### src/hdl/vifc_pkg.sv
// Shared constants, register codes and types of the voxel interface face counter.
package vifc_pkg;

  // Default structural parameters.
  localparam int MAX_DIM_DEF    = 256;
  localparam int LABEL_BITS_DEF = 8;

  // Fixed field widths.
  localparam int FACE_W     = 26;
  localparam int CELL_W     = 25;
  localparam int PHASE_W    = 8;
  localparam int SIZE_W     = 9;
  localparam int PAD_W      = 7;
  localparam int CFG_IDX_W  = 3;
  localparam int CFG_DATA_W = 9;

  // Saturation limits of the accumulators.
  localparam logic [FACE_W-1:0] FACE_MAX = '1;
  localparam logic [CELL_W-1:0] CELL_MAX = '1;

  // Configuration register indexes.
  localparam logic [CFG_IDX_W-1:0] REG_PHASE_FIRST  = 3'd0;
  localparam logic [CFG_IDX_W-1:0] REG_PHASE_SECOND = 3'd1;
  localparam logic [CFG_IDX_W-1:0] REG_SIZE_X       = 3'd2;
  localparam logic [CFG_IDX_W-1:0] REG_SIZE_Y       = 3'd3;
  localparam logic [CFG_IDX_W-1:0] REG_SIZE_Z       = 3'd4;
  localparam logic [CFG_IDX_W-1:0] REG_BORDER_PAD   = 3'd5;

  // Register reset values.
  localparam logic [PHASE_W-1:0] PHASE_FIRST_RST  = 8'd0;
  localparam logic [PHASE_W-1:0] PHASE_SECOND_RST = 8'd1;
  localparam logic [SIZE_W-1:0]  SIZE_RST         = 9'd256;
  localparam logic [PAD_W-1:0]   PAD_RST          = 7'd0;

  // Raw configuration register contents.
  typedef struct packed {
    logic [PHASE_W-1:0] phase_first;
    logic [PHASE_W-1:0] phase_second;
    logic [SIZE_W-1:0]  size_x;
    logic [SIZE_W-1:0]  size_y;
    logic [SIZE_W-1:0]  size_z;
    logic [PAD_W-1:0]   border_pad;
  } cfg_regs_t;

endpackage

### src/hdl/vifc_ram.sv
// Generic single-write, single-read synchronous RAM with registered read data.
module vifc_ram #(
  parameter int WIDTH = vifc_pkg::LABEL_BITS_DEF,
  parameter int DEPTH = vifc_pkg::MAX_DIM_DEF
) (
  input  logic                     clk,
  input  logic                     we,
  input  logic [$clog2(DEPTH)-1:0] waddr,
  input  logic [WIDTH-1:0]         wdata,
  input  logic                     re,
  input  logic [$clog2(DEPTH)-1:0] raddr,
  output logic [WIDTH-1:0]         rdata
);

  logic [WIDTH-1:0] mem_r [DEPTH];

  // Write port and registered read port; a read at a written address sees old data.
  always_ff @(posedge clk) begin
    if (we) begin
      mem_r[waddr] <= wdata;
    end
    if (re) begin
      rdata <= mem_r[raddr];
    end
  end

endmodule

### config.mk
export PLATFORM = sky130hd
export DESIGN_NAME = vifc_ram
export DESIGN_NICKNAME = d
export VERILOG_FILES = /design/src/hdl/vifc_pkg.sv /design/src/hdl/vifc_ram.sv
export SDC_FILE = /design/constraint.sdc
export NUM_CORES = 2
export LEC_CHECK = 0
export BUFFER_PORTS_ARGS = -buffer_cell sky130_fd_sc_hd__buf_4
export CELL_PAD_IN_SITES_DETAIL_PLACEMENT = 1
export CELL_PAD_IN_SITES_GLOBAL_PLACEMENT = 2
export CORE_AREA = 2 2 364 438
export DETAILED_ROUTE_END_ITERATION = 10
export DIE_AREA = 0 0 366 440
export PLACE_DENSITY_LB_ADDON = 0.1
export REMOVE_ABC_BUFFERS = 1
export SYNTH_ARGS = -nofsm -noshare
export SYNTH_HDL_FRONTEND = slang
export SYNTH_SLANG_ARGS = --single-unit
### constraint.sdc
create_clock -name clk -period 2.9 [get_ports clk]
set_input_delay 0.58 -clock clk [delete_from_list [all_inputs] [get_ports clk]]
set_output_delay 0.58 -clock clk [all_outputs]
set_load 0.1 [all_outputs]
==> impl_summary.log <==
INFO  metric initial_core_util = between 50% and 60%
INFO  metric syn-instance-count = between 3,000 and 4,000
INFO  metric grt_max_degree = between 80 and 90
INFO  metric track_usage = 28.2%
INFO  metric count_of_flip_flops_with_a_built_in_enable_after_synthesis = 2,056
INFO  metric die_x = about 370 µm
INFO  metric regToRegSetupSlack = just under 0.05 ns
INFO  metric ys_seq_area_share = around 78%
INFO  metric nNetsFinal = 4,471
INFO  metric vias_per_instance = around 6
INFO  metric drt-wirelength-per-cell = 33.3 µm
INFO  metric ctsLongestPathBuffers = 3
INFO  metric grt_pass1_wl = around 320 mm
INFO  metric cts.clk_slew.worst_paths = about 0.060 ns
INFO  metric min_path_type = input port to flop
INFO  metric drtIter0Drc = roughly 4,500
INFO  metric timing_max_transition_violations_final = 0
INFO  metric place_congestion = roughly 0.87
INFO  metric dpl.hpwl = ~150 mm
INFO  metric cell_internal_power = between 40,000 and 50,000 µW
INFO  metric tritoncts = done
INFO  metric clock_root_buffer = clkbuf_16
INFO  metric synth_top_area_share = around 78%
INFO  metric power_switching_share = 21.5%
INFO  metric power.net_switching = 13,100 µW
INFO  metric proportion_of_layout_cells_with_a_drive_suffix_above_1 = approximately 32%
INFO  metric reg2regPathDepth = 6
INFO  metric timing.final.crit_period = around 2.9 ns
INFO  metric cts.sinks = between 2,000 and 2,500
INFO  metric rsz0062_at_grt = false
INFO  metric gr-total-overflow = 0
INFO  metric cp.required = approximately 3.5 ns
INFO  metric total_leakage_power = ~0.03 µW
INFO  metric boundaryPins = 35
INFO  metric final_core_util = 59.4%
INFO  metric area_of_the_placeable_core = between 150,000 and 200,000 µm²
INFO  metric synthTopCellsByCount = 2,056 x edfxtp_1, 454 x mux4_2, 282 x nor2_1, 134 x mux2i_1, 133 x a22oi_1
INFO  metric relSlewSlack = 35.3%
INFO  metric worst-slew-pin-transition = ~0.96 ns
INFO  metric powerDensity = 653 nW/µm²
INFO  metric vdd_ir_drop_max = 0.000643 V
INFO  metric area_growth_syn_to_layout = 17.4%
INFO  metric route.vias.total = 41,300
INFO  metric wl_met1 = between 80 and 90 mm
INFO  metric final.period_utilization = between 90% and 100%
INFO  metric placement.io_buffers = 34
INFO  metric critPathCaptureType = flop
INFO  metric drc_errors = 0
INFO  metric cts_post_setup_buffers_inserted = 0
INFO  metric tritoncts.num_buffers = around 190
INFO  metric type_of_the_worst_setup_path = input port to flop
INFO  metric post-route-cell-area = approximately 93,000 µm²
INFO  metric routed.top_layer = met5
INFO  metric part_of_the_power_in_registers = a little over half
INFO  metric dpl-instance-area = 87,400 µm²
INFO  metric post_synth_instance_area = 79,600 µm²
INFO  metric cap_viol_max_count = 0
INFO  metric critical_path.startpoint_type = input port
INFO  metric synth_top_cell_by_area = edfxtp_1
INFO  metric routed_wirelength = 224 mm
INFO  metric maxClockFrequency = 351 MHz
INFO  metric rows = between 150 and 200
INFO  metric met3_wirelength = approximately 14 mm
INFO  metric clkPwrFrac = between 40 and 50%
INFO  metric cts_htree_levels = 4
INFO  metric synth.most_common_cell = edfxtp_1
INFO  metric run_status = finished clean
INFO  metric synth.top_cells.by_area = edfxtp_1 78%, mux4_2 13%, mux2i_1 1.7%
INFO  metric clk-insertion-delay-late = approximately 0.85 ns
INFO  metric chipHeight = 440 µm
INFO  metric dominantRegCellSynth = edfxtp_1
INFO  metric ys_warn_count = 0
INFO  metric holdPathEnd = rdata[7]
INFO  metric worstReg2RegStart = mem_r[87][2]
INFO  metric post_cts_hold_buffer_count = 0
INFO  metric ant_nets = 0
INFO  metric timing.final.setup_violations = 0
INFO  metric clock-skew-final = slightly above 0.03 ns
INFO  metric drt_first_pass_iters = 5
INFO  metric power.share.combinational = 5.9%
INFO  metric yosys_register_bits = 2,056
INFO  metric wl_met2 = between 100 and 150 mm
INFO  metric grt_antenna_before_repair = 12
INFO  metric synth_cell_types = 54
INFO  metric postSynthAreaPerCell = between 20 and 25 µm²
INFO  metric postSynth.asyncResetShare = 0%
INFO  metric hold_violations = 0
INFO  metric design.die.area = 161,000 µm²
INFO  metric reg2reg_to = rdata[2]
INFO  metric worstPathArrival = 3.45 ns
INFO  metric grt_pass1_vias = approximately 44,000
INFO  metric hold_start = re
INFO  metric crit_fanout = 12
INFO  metric holdPathStages = 1
-- through the flow --
stage	power (µW)	instances	setup WS, ns	setup TNS (ns)	hold slack (ns)
2_1_floorplan	34700	3500	-0.173	-1.08	0.679
3_3_place_gp	37000	6356	-1.11	-5.96	0.967
3_5_place_dp	37100	6356	-1.16	-6.30	0.966
4_1_cts	61400	6706	0.0437	0	0.0598
5_1_grt	62600	6707	0.0226	0	0.0856
6_report	61000	6712	0.0487	0	0.120
-- power groups by stage --
| stage | Sequential, µW | Combinational [µW] | Clock [µW] |
|---|---|---|---|
| floorplan | 33500 | 1150 | 0 |
| global placement | 33400 | 3550 | 0 |
| detailed placement | 33400 | 3640 | 0 |
| CTS | 32800 | 3650 | 25000 |
| global route | 32800 | 3810 | 26000 |
| finish | 32800 | 3620 | 24600 |
-- area by class of cell --
class                           count  area (µm²)
Fill cell                       13400       63900
Clock buffer                      248        5140
Antenna cell                        6        15.0
Clock inverter                    102         925
Inverter                            2        7.51
Tap cell                         2106        2640
Multi-Input combinational cell   1442       16500
Timing Repair Buffer              750        6520
Sequential cell                  2056       61700
-- cell usage in the layout, fill, tap and decap left out, types with 7 or more instances in the layout --
master / netlist / layout
nand2b_1: 8 / 8
a21oi_1: 96 / 96
a211oi_1: 16 / 16
o21ai_0: 10 / 10
mux4_2: 454 / 454
nand2_1: 33 / 33
nor2_1: 282 / 279
nand3_1: 34 / 34
a22o_1: 8 / 8
nand4_1: 10 / 10
a22oi_1: 133 / 133
buf_12: 8 / 66
clkinvlp_4: 0 / 7
clkbuf_8: 0 / 8
mux2i_1: 134 / 134
nor2b_1: 31 / 28
o221ai_1: 46 / 46
o211ai_1: 10 / 10
o22ai_1: 28 / 28
bufinv_16: 0 / 14
clkinv_2: 0 / 28
clkbuf_16: 0 / 198
clkbuf_1: 111 / 50
nor4_1: 24 / 22
nor3_1: 22 / 22
clkinv_1: 1 / 44
edfxtp_1: 2056 / 2056
buf_4: 27 / 674
a221oi_1: 13 / 13
-- cells by family (layout without fill, tap and decap cells) --
logic type	count (synthesis)	after routing	share of synthesized area [%]
compound gates	385	385	3.42
simple gates	466	466	2.63
mux	591	591	14.6
buf+inv	235	1102	1.83
flops	2056	2056	77.5
other cells	0	6	0
-- critical path: stages --
cell and delay, ns:
buf_8 0.20, buf_12 0.17, buf_12 0.16, mux4_2 0.54
mux4_2 0.55, nor2b_1 0.18, nor4_1 0.72, buf_4 0.24
nor4_2 0.04
-- sequential cells by signal (all words and copies together), names as in the netlist --
name	flops
rdata	8
mem_r	2048
-- how the worst max path moves through the flow --
stage	from	end	slack, ns	cells past startpoint
after floorplan	raddr[2]	rdata[6]	-0.17	6
after global placement	raddr[0]	rdata[7]	-1.11	11
after detailed placement	raddr[0]	rdata[7]	-1.16	11
after CTS	raddr[0]	rdata[1]	0.04	10
after global routing	raddr[0]	rdata[2]	0.02	12
final	raddr[0]	rdata[2]	0.05	9
-- layer usage --
layer	GRT usage (%)	vias up
met2	48.6	1473
met4	9.09	2
met3	4.32	317
met5	0	-
li1	-	17100
met1	37.2	22400
-- what timing repair did --
action,in CTS,in global routing
gates resized for setup,2,3
cloned,0,0
setup endpoints to repair,2,3
Note: power is estimated with default switching activity, not from simulation.
