$ cat src/hdl/vifc_pkg.sv
// Shared constants, register codes and types of the voxel interface face counter.
package vifc_pkg;

  // Default structural parameters.
  localparam int MAX_DIM_DEF    = 256;
  localparam int LABEL_BITS_DEF = 8;

  // Fixed field widths.
  localparam int FACE_W     = 26;
  localparam int CELL_W     = 25;
  localparam int PHASE_W    = 8;
  localparam int SIZE_W     = 9;
  localparam int PAD_W      = 7;
  localparam int CFG_IDX_W  = 3;
  localparam int CFG_DATA_W = 9;

  // Saturation limits of the accumulators.
  localparam logic [FACE_W-1:0] FACE_MAX = '1;
  localparam logic [CELL_W-1:0] CELL_MAX = '1;

  // Configuration register indexes.
  localparam logic [CFG_IDX_W-1:0] REG_PHASE_FIRST  = 3'd0;
  localparam logic [CFG_IDX_W-1:0] REG_PHASE_SECOND = 3'd1;
  localparam logic [CFG_IDX_W-1:0] REG_SIZE_X       = 3'd2;
  localparam logic [CFG_IDX_W-1:0] REG_SIZE_Y       = 3'd3;
  localparam logic [CFG_IDX_W-1:0] REG_SIZE_Z       = 3'd4;
  localparam logic [CFG_IDX_W-1:0] REG_BORDER_PAD   = 3'd5;

  // Register reset values.
  localparam logic [PHASE_W-1:0] PHASE_FIRST_RST  = 8'd0;
  localparam logic [PHASE_W-1:0] PHASE_SECOND_RST = 8'd1;
  localparam logic [SIZE_W-1:0]  SIZE_RST         = 9'd256;
  localparam logic [PAD_W-1:0]   PAD_RST          = 7'd0;

  // Raw configuration register contents.
  typedef struct packed {
    logic [PHASE_W-1:0] phase_first;
    logic [PHASE_W-1:0] phase_second;
    logic [SIZE_W-1:0]  size_x;
    logic [SIZE_W-1:0]  size_y;
    logic [SIZE_W-1:0]  size_z;
    logic [PAD_W-1:0]   border_pad;
  } cfg_regs_t;

endpackage

$ cat src/hdl/vifc_if.sv


interface vifc_cfg_if;
  logic                            valid;
  logic                            ready;
  logic [vifc_pkg::CFG_IDX_W-1:0]  index;
  logic [vifc_pkg::CFG_DATA_W-1:0] data;

  modport source (output valid, output index, output data, input ready);
  modport sink (input valid, input index, input data, output ready);
endinterface

$ cat src/hdl/vifc_cfg.sv
// Configuration register file: decodes write beats and holds the raw settings.
module vifc_cfg (
  input  logic                clk,
  input  logic                rst_n,
  vifc_cfg_if.sink            cfg_ch,
  output vifc_pkg::cfg_regs_t regs
);

  vifc_pkg::cfg_regs_t regs_r;
  vifc_pkg::cfg_regs_t regs_nxt;
  logic                wr_en;

  // Writes are always taken.
  assign cfg_ch.ready = 1'b1;
  assign wr_en        = cfg_ch.valid;
  assign regs         = regs_r;

  // Register decode; unknown indexes are ignored.
  always_comb begin
    regs_nxt = regs_r;
    if (wr_en) begin
      unique case (cfg_ch.index)
        vifc_pkg::REG_PHASE_FIRST: begin
          regs_nxt.phase_first = cfg_ch.data[vifc_pkg::PHASE_W-1:0];
        end
        vifc_pkg::REG_PHASE_SECOND: begin
          regs_nxt.phase_second = cfg_ch.data[vifc_pkg::PHASE_W-1:0];
        end
        vifc_pkg::REG_SIZE_X: begin
          regs_nxt.size_x = cfg_ch.data[vifc_pkg::SIZE_W-1:0];
        end
        vifc_pkg::REG_SIZE_Y: begin
          regs_nxt.size_y = cfg_ch.data[vifc_pkg::SIZE_W-1:0];
        end
        vifc_pkg::REG_SIZE_Z: begin
          regs_nxt.size_z = cfg_ch.data[vifc_pkg::SIZE_W-1:0];
        end
        vifc_pkg::REG_BORDER_PAD: begin
          regs_nxt.border_pad = cfg_ch.data[vifc_pkg::PAD_W-1:0];
        end
        default: begin
          regs_nxt = regs_r;
        end
      endcase
    end
  end

  // Register storage with reset values.
  always_ff @(posedge clk) begin
    if (!rst_n) begin
      regs_r.phase_first  <= vifc_pkg::PHASE_FIRST_RST;
      regs_r.phase_second <= vifc_pkg::PHASE_SECOND_RST;
      regs_r.size_x       <= vifc_pkg::SIZE_RST;
      regs_r.size_y       <= vifc_pkg::SIZE_RST;
      regs_r.size_z       <= vifc_pkg::SIZE_RST;
      regs_r.border_pad   <= vifc_pkg::PAD_RST;
    end else begin
      regs_r <= regs_nxt;
    end
  end

endmodule
$ cat src/flat_wrapper.sv
// flat-port wrapper written by rule: the top's interface ports become plain ports
module vifc_cfg_flat 
  (clk, rst_n, regs, cfg_ch_valid, cfg_ch_index, cfg_ch_data, cfg_ch_ready);
  vifc_cfg_if cfg_ch_i ();
  input  logic clk;
  input  logic rst_n;
  output vifc_pkg::cfg_regs_t regs;
  input wire logic [$bits(cfg_ch_i.valid)-1:0] cfg_ch_valid;
  input wire logic [$bits(cfg_ch_i.index)-1:0] cfg_ch_index;
  input wire logic [$bits(cfg_ch_i.data)-1:0] cfg_ch_data;
  output wire logic [$bits(cfg_ch_i.ready)-1:0] cfg_ch_ready;
  assign cfg_ch_i.valid = cfg_ch_valid;
  assign cfg_ch_i.index = cfg_ch_index;
  assign cfg_ch_i.data = cfg_ch_data;
  assign cfg_ch_ready = cfg_ch_i.ready;
  vifc_cfg u_core (.clk(clk), .rst_n(rst_n), .cfg_ch(cfg_ch_i), .regs(regs));
endmodule
$ cat config.mk
export PLATFORM = sky130hd
export DESIGN_NAME = vifc_cfg_flat
export DESIGN_NICKNAME = d
export VERILOG_FILES = /design/src/hdl/vifc_pkg.sv /design/src/hdl/vifc_if.sv /design/src/hdl/vifc_cfg.sv /design/src/flat_wrapper.sv
export SDC_FILE = /design/constraint.sdc
export NUM_CORES = 1
export LEC_CHECK = 0
export BUFFER_PORTS_ARGS = -buffer_cell sky130_fd_sc_hd__buf_2
export CAP_MARGIN = 20
export CORE_MARGIN = 10
export CORE_UTILIZATION = 48
export DETAILED_ROUTE_END_ITERATION = 8
export GPL_TIMING_DRIVEN = 0
export PLACE_DENSITY = 0.86
export SETUP_SLACK_MARGIN = 0.3
export SYNTH_ARGS = -nofsm -noshare
export SYNTH_HDL_FRONTEND = slang
export SYNTH_SLANG_ARGS = --single-unit
$ cat constraint.sdc
create_clock -name clk -period 1.2 [get_ports clk]
set_input_delay 0.12 -clock clk [delete_from_list [all_inputs] [get_ports clk]]
set_output_delay 0.12 -clock clk [all_outputs]
set_load 0.05 [all_outputs]
==> impl_metrics.csv, run 1 <==
group,metric,value,unit
grt,grt.overflow.total,0,
timing,slew_violations,0,
floorplan,io_pins,66,
grt,grt_use_met2,29.7,%
critical_path,end_kind,"primary output",
grt,grt_usage,16.4,%
critical_path,critPathMaxStageDelay,370,ps
floorplan,initial_utilization,50.5,%
timing,setup_slack,252,ps
critical_path,r2r_cells,4,
run_status,status,"complete, no violations",
critical_path,regToRegSetupSlack,360,ps
clock_tree,cts.sinks,50,
place,place_congestion,0.702,
timing,rsz0062_at_grt,"yes",
finish,final_nets,283,
hold_path,hold_end,"u_core.regs[34]",
critical_path,critPathKind,"register to primary output",
routing,drtIter0Drc,54,
timing,timing_hold_violations_final,0,
synth,syn-num-nets,196,
critical_path,timing.rr.end,"u_core.regs[6]",
synth,synth_area_leaders,"dfxtp_1 (53%), mux2i_1 (27%), nand2_1 (11%), nor2b_1 (2.0%), clkbuf_1 (1.4%)",
floorplan,fp.coreArea,0.00372,mm²
place,dp_hpwl,3530,µm
clock_tree,cts_buffers,5,
synth,yosys.cell_types.count,13,
power_and_ir_drop,powerDensity,1040,mW/mm²
clock_tree,cts_tree,"yes",
finish,fin_cells,317,
grt,top_usage_layer,"met2",
place,pre_cts_ws,-11.9,ps
finish,n_antenna_cell,0,
critical_path,rr_startpoint,"u_core.regs[6]",
critical_path,cp.buffers_inverters,1,
timing,period_minus_slack,948,ps
critical_path,cp_slowest_cell,"dfxtp_2",
finish,layout_common_cells,"nand2_1 (54), buf_8 (52), dfxtp_2 (50), mux2i_1 (49), buf_4 (18)",
routing,finalWirelength,5660,µm
place,numPortBuffers,63,
floorplan,die_w,82.6,µm
floorplan,dieArea,0.00681,mm²
clock_tree,cts_hold_buf,0,
grt,grt_pass1_vias,1603,
synth,ys_ff_latch,50,
synth,synth_area,0.00188,mm²
clock_tree,cts_htree_levels,2,
finish,final_common_cell,"nand2_1",
timing,final-setup-viol-count,0,
power_and_ir_drop,ir_drop,0.771,mV
run,max_cap_viol_count,0,
floorplan,core.rowCount,22,
synth,seq_area_frac_synth,53.3,%
routing,viasPerCell,4.94,
hold_path,min_from,"cfg_ch_data[0]",
critical_path,arrival,830,ps
critical_path,crit_required,1080,ps
grt,antenna_found_initial,0,
power_and_ir_drop,p_leak,1.51,nW
floorplan,dieHeight,82.6,µm
critical_path,path_max_fanout,2,
clock_tree,cts.path.max_buffers,2,
critical_path,critPathTopFamily,"flip-flops",
finish,drive_above_1_share,55.8,%
critical_path,path_cells,"buf_8",
place,post-place-cells,292,
routing,postRouteAntennaNets,0,
synth,syn_inst,181,
hold_path,hp-class,"primary input to register",
timing,fin_crit_sh,79.0,%
routing,detailedRoute.firstPassIterationCount,4,
synth,syn_area_per_cell,10.4,µm²
clock_tree,clk-insertion-delay-late,300,ps
grt,use_met3,7.24,%
synth,synth_top_cell_by_area,"dfxtp_1",
finish,largest_reg_flops,50,
finish,fin_util,82.6,%
grt,gr-usage-met1,16.9,%
critical_path,startpoint_type,"register",
grt,grt_pass1_wl,8450,µm
hold_path,hold_path_depth,3,
synth,synth_warnings,0,
routing,route.vias.total,1566,
clock_tree,cts_root_buffer,"clkbuf_8",
routing,drc_errors,0,
finish,area_growth,63.4,%
timing,clock.fmax,1.05,GHz
grt,grt_max_degree,15,
clock_tree,clkSlewWorstSetupHoldPaths,90,ps
synth,synth_top_area_share,53.3,%
timing,fin_skew,0,ps
routing,avgRoutedWirePerCell,17.8,µm
## Yosys cell counts
| library cell | count |
|---|---|
| and4bb_2 | 1 |
| buf_2 | 5 |
| buf_4 | 1 |
| buf_6 | 1 |
| clkbuf_1 | 7 |
| conb_1 | 1 |
| dfxtp_1 | 50 |
| mux2i_1 | 50 |
| nand2_1 | 54 |
| nand4b_1 | 2 |
| nand4bb_1 | 2 |
| nor2b_1 | 6 |
| or4b_1 | 1 |
## routing by layer
layer	part of all wire (%)	vias to the layer above
met5	0	-
met4	0.90	0
met1	37	742
li1	-	767
met3	9.3	5
met2	53	52
## where the power goes
part | total (W) | switching [W] | internal [W]
Sequential | 0.00174 | 0.0000341 | 0.00170
Clock | 0.000996 | 0.000531 | 0.000466
Combinational | 0.000461 | 0.000270 | 0.000191
Total | 0.00319 | 0.000835 | 0.00236
## cell families (layout without fill, tap and decap cells)
| group | after synthesis | after routing | synth area share (%) |
|---|---|---|---|
| simple gates | 66 | 66 | 16.1 |
| mux | 50 | 50 | 26.6 |
| flops | 50 | 50 | 53.3 |
| buf+inv | 14 | 102 | 3.73 |
| other cells | 1 | 1 | 0.200 |
## cell type report
| class | instances | area, µm² |
|---|---|---|
| timing repair buffer | 80 | 960 |
| fill | 217 | 647 |
| clock inverter | 1 | 5.00 |
| clock buffer | 7 | 86.3 |
| tap | 48 | 60.1 |
| buffer | 14 | 80.1 |
| sequential | 50 | 1060 |
| multi-input combinational | 117 | 815 |
## worst max path at each step
stage | startpoint | endpoint | cells after the start
floorplan | cfg_ch_index[0] | u_core.regs[44] | 3
global placement | cfg_ch_index[0] | u_core.regs[47] | 4
detailed placement | cfg_ch_index[0] | u_core.regs[46] | 4
CTS | u_core.regs[0] | regs[0] | 1
global route | u_core.regs[5] | regs[5] | 1
finish | u_core.regs[0] | regs[0] | 1
## repair_timing
action / 4_1_cts / 5_1_grt
endpoints found under the setup margin: 50 / 54
endpoints found under the hold margin: 0 / 0
gates resized for setup: 200 / 11
pin swaps: 0 / 1
setup buffers: 8 / 9
## per-stage QoR
step	instance area (µm²)	hold slack [ps]	setup TNS (ps)	total power, W
floorplan	1880	280	0	0.00201
detailed placement	2260	397	-33.9	0.00211
global placement	2260	388	0	0.00211
finish	3070	85.2	0	0.00319
global route	3070	111	0	0.00331
CTS	2970	77.6	0	0.00319
Note: power is estimated with default switching activity, not from simulation.
==> run 2, diff against run 1 <==
--- a/config.mk
+++ b/config.mk
@@ -8,10 +8,10 @@
 export BUFFER_PORTS_ARGS = -buffer_cell sky130_fd_sc_hd__buf_2
 export CAP_MARGIN = 20
 export CORE_MARGIN = 10
-export CORE_UTILIZATION = 48
+export CORE_UTILIZATION = 44
 export DETAILED_ROUTE_END_ITERATION = 8
 export GPL_TIMING_DRIVEN = 0
-export PLACE_DENSITY = 0.86
+export PLACE_DENSITY = 0.84
 export SETUP_SLACK_MARGIN = 0.3
 export SYNTH_ARGS = -nofsm -noshare
 export SYNTH_HDL_FRONTEND = slang
==> constraint.sdc (replaced) <==
create_clock -name clk -period 0.8 [get_ports clk]
set_input_delay 0.08 -clock clk [delete_from_list [all_inputs] [get_ports clk]]
set_output_delay 0.08 -clock clk [all_outputs]
set_load 0.05 [all_outputs]
==> run 2 against run 1 <==
Effect of this change:
- the run now ends with setup timing left
- critical path depth unchanged
- setup slack got worse by 360 ps
- power is 57% higher
- wire length up 7.1%
- worst hold slack worse by 51 ps
- first-iteration DRC count is 39% lower
- core utilization increased by 1.5 points
- clock skew is the same
- highest routed layer unchanged
==> impl_metrics.csv, run 2 (synthesis gave the netlist of run 1 again) <==
group,metric,value,unit
power_and_ir_drop,powerDensity,1470,mW/mm²
critical_path,crit_required,720,ps
power_and_ir_drop,p_leak,1.60,nW
run_status,status,"complete, but fails checks",
routing,viasPerCell,5.06,
floorplan,dieHeight,85.3,µm
critical_path,cp_slowest_cell,"dfxtp_4",
power_and_ir_drop,ir_drop,1.24,mV
timing,fin_crit_sh,113,%
place,post-place-cells,294,
grt,grt_max_degree,16,
run,max_cap_viol_count,0,
timing,clock.fmax,1.10,GHz
critical_path,critPathMaxStageDelay,370,ps
critical_path,r2r_cells,4,
clock_tree,cts.path.max_buffers,2,
routing,avgRoutedWirePerCell,19.2,µm
grt,grt_usage,14.7,%
timing,timing_hold_violations_final,0,
routing,detailedRoute.firstPassIterationCount,4,
finish,fin_cells,316,
critical_path,path_cells,"buf_8",
timing,fin_skew,0,ps
finish,drive_above_1_share,68.8,%
routing,finalWirelength,6060,µm
clock_tree,cts.sinks,50,
place,pre_cts_ws,-354,ps
critical_path,end_kind,"primary output",
clock_tree,cts_buffers,5,
critical_path,timing.rr.end,"u_core.regs[10]",
timing,slew_violations,0,
critical_path,worstSetupStartpoint,"u_core.regs[14]",
floorplan,initial_utilization,46.3,%
clock_tree,cts_tree,"yes",
clock_tree,cts_htree_levels,2,
place,dp_hpwl,3490,µm
critical_path,critPathKind,"register to primary output",
grt,grt_pass1_vias,1662,
timing,period_minus_slack,907,ps
grt,grt_pass1_wl,8590,µm
finish,largest_reg_flops,50,
run_status,violations,"setup timing",
critical_path,startpoint_type,"register",
place,place_congestion,0.744,
floorplan,fp.coreArea,0.00406,mm²
critical_path,rr_startpoint,"u_core.regs[10]",
finish,area_growth,81.7,%
clock_tree,cts_root_buffer,"clkbuf_8",
critical_path,critPathCapture,"regs[14]",
critical_path,regToRegSetupSlack,20,ps
finish,n_antenna_cell,0,
grt,antenna_found_initial,0,
place,placed_area,0.00252,mm²
critical_path,cp.buffers_inverters,1,
timing,final-setup-viol-count,58,
grt,grt.overflow.total,0,
floorplan,die_w,85.3,µm
floorplan,core.rowCount,23,
routing,route.vias.total,1599,
finish,final_common_cell,"buf_8",
timing,setup_slack,-107,ps
finish,final_nets,280,
place,numPortBuffers,63,
hold_path,hp-class,"primary input to register",
routing,drtIter0Drc,33,
timing,rsz0062_at_grt,"yes",
routing,drc_errors,0,
critical_path,path_depth,1,
finish,final_area,0.00341,mm²
critical_path,path_max_fanout,2,
floorplan,dieArea,0.00728,mm²
floorplan,io_pins,66,
finish,layout_common_cells,"buf_8 (55), mux2i_1 (50), dfxtp_4 (50), nand2_2 (28), nand2_1 (26)",
clock_tree,clkSlewWorstSetupHoldPaths,100,ps
clock_tree,clk-insertion-delay-late,310,ps
critical_path,critPathTopFamily,"flip-flops",
critical_path,arrival,830,ps
routing,postRouteAntennaNets,0,
-- run 2: worst min-delay path by stage --
stage / from / to / slack, ps / cells past startpoint
global placement: cfg_ch_data[8] / u_core.regs[15] / 350 / 3
floorplan: cfg_ch_data[0] / u_core.regs[34] / 240 / 2
CTS: cfg_ch_data[8] / u_core.regs[15] / 30 / 3
finish: cfg_ch_data[8] / u_core.regs[15] / 30 / 3
global route: cfg_ch_data[8] / u_core.regs[33] / 80 / 3
detailed placement: cfg_ch_data[8] / u_core.regs[24] / 360 / 3
-- run 2: report_power, final --
part	internal [W]	leakage, nW	switching [W]
registers	0.00241	0.441	0.0000549
logic	0.000344	1.10	0.000441
clock network	0.000921	0.0579	0.000830
-- run 2: routing by layer --
layer	part of all wire [%]	vias to the layer above	track usage (%)
li1	-	770	-
met1	38	764	15.2
met2	50	55	24.9
met3	9.3	10	8.13
met4	1.9	0	4.19
met5	0	-	0
-- run 2: area by class of cell --
class | count | area [µm²]
flip-flops and latches | 50 | 1190
repair buffers | 77 | 1010
multi-input cells | 117 | 908
fillers | 210 | 644
plain buffers | 14 | 134
clock buffers | 5 | 68.8
well taps | 50 | 62.6
clock inverters | 3 | 40.0
-- run 2: per-stage QoR --
step	util, %	hold slack, ps	total power [W]	setup TNS, ps
after detailed placement	62.1	361	0.00307	-5340
final	84.1	34.6	0.00500	-4620
after global routing	84.1	78.1	0.00518	-5950
after CTS	79.6	29.3	0.00497	-4810
after global placement	62.1	347	0.00306	-4750
after floorplan	-	239	0.00292	-1380
-- run 2: timing repair --
item | in CTS | in global routing
hold buffers | 0 | 0
endpoints found under the setup margin | 100 | 100
gates resized for setup | 170 | 30
gates cloned | 1 | 0
buffers inserted | 2 | 11
pin swaps | 2 | 2
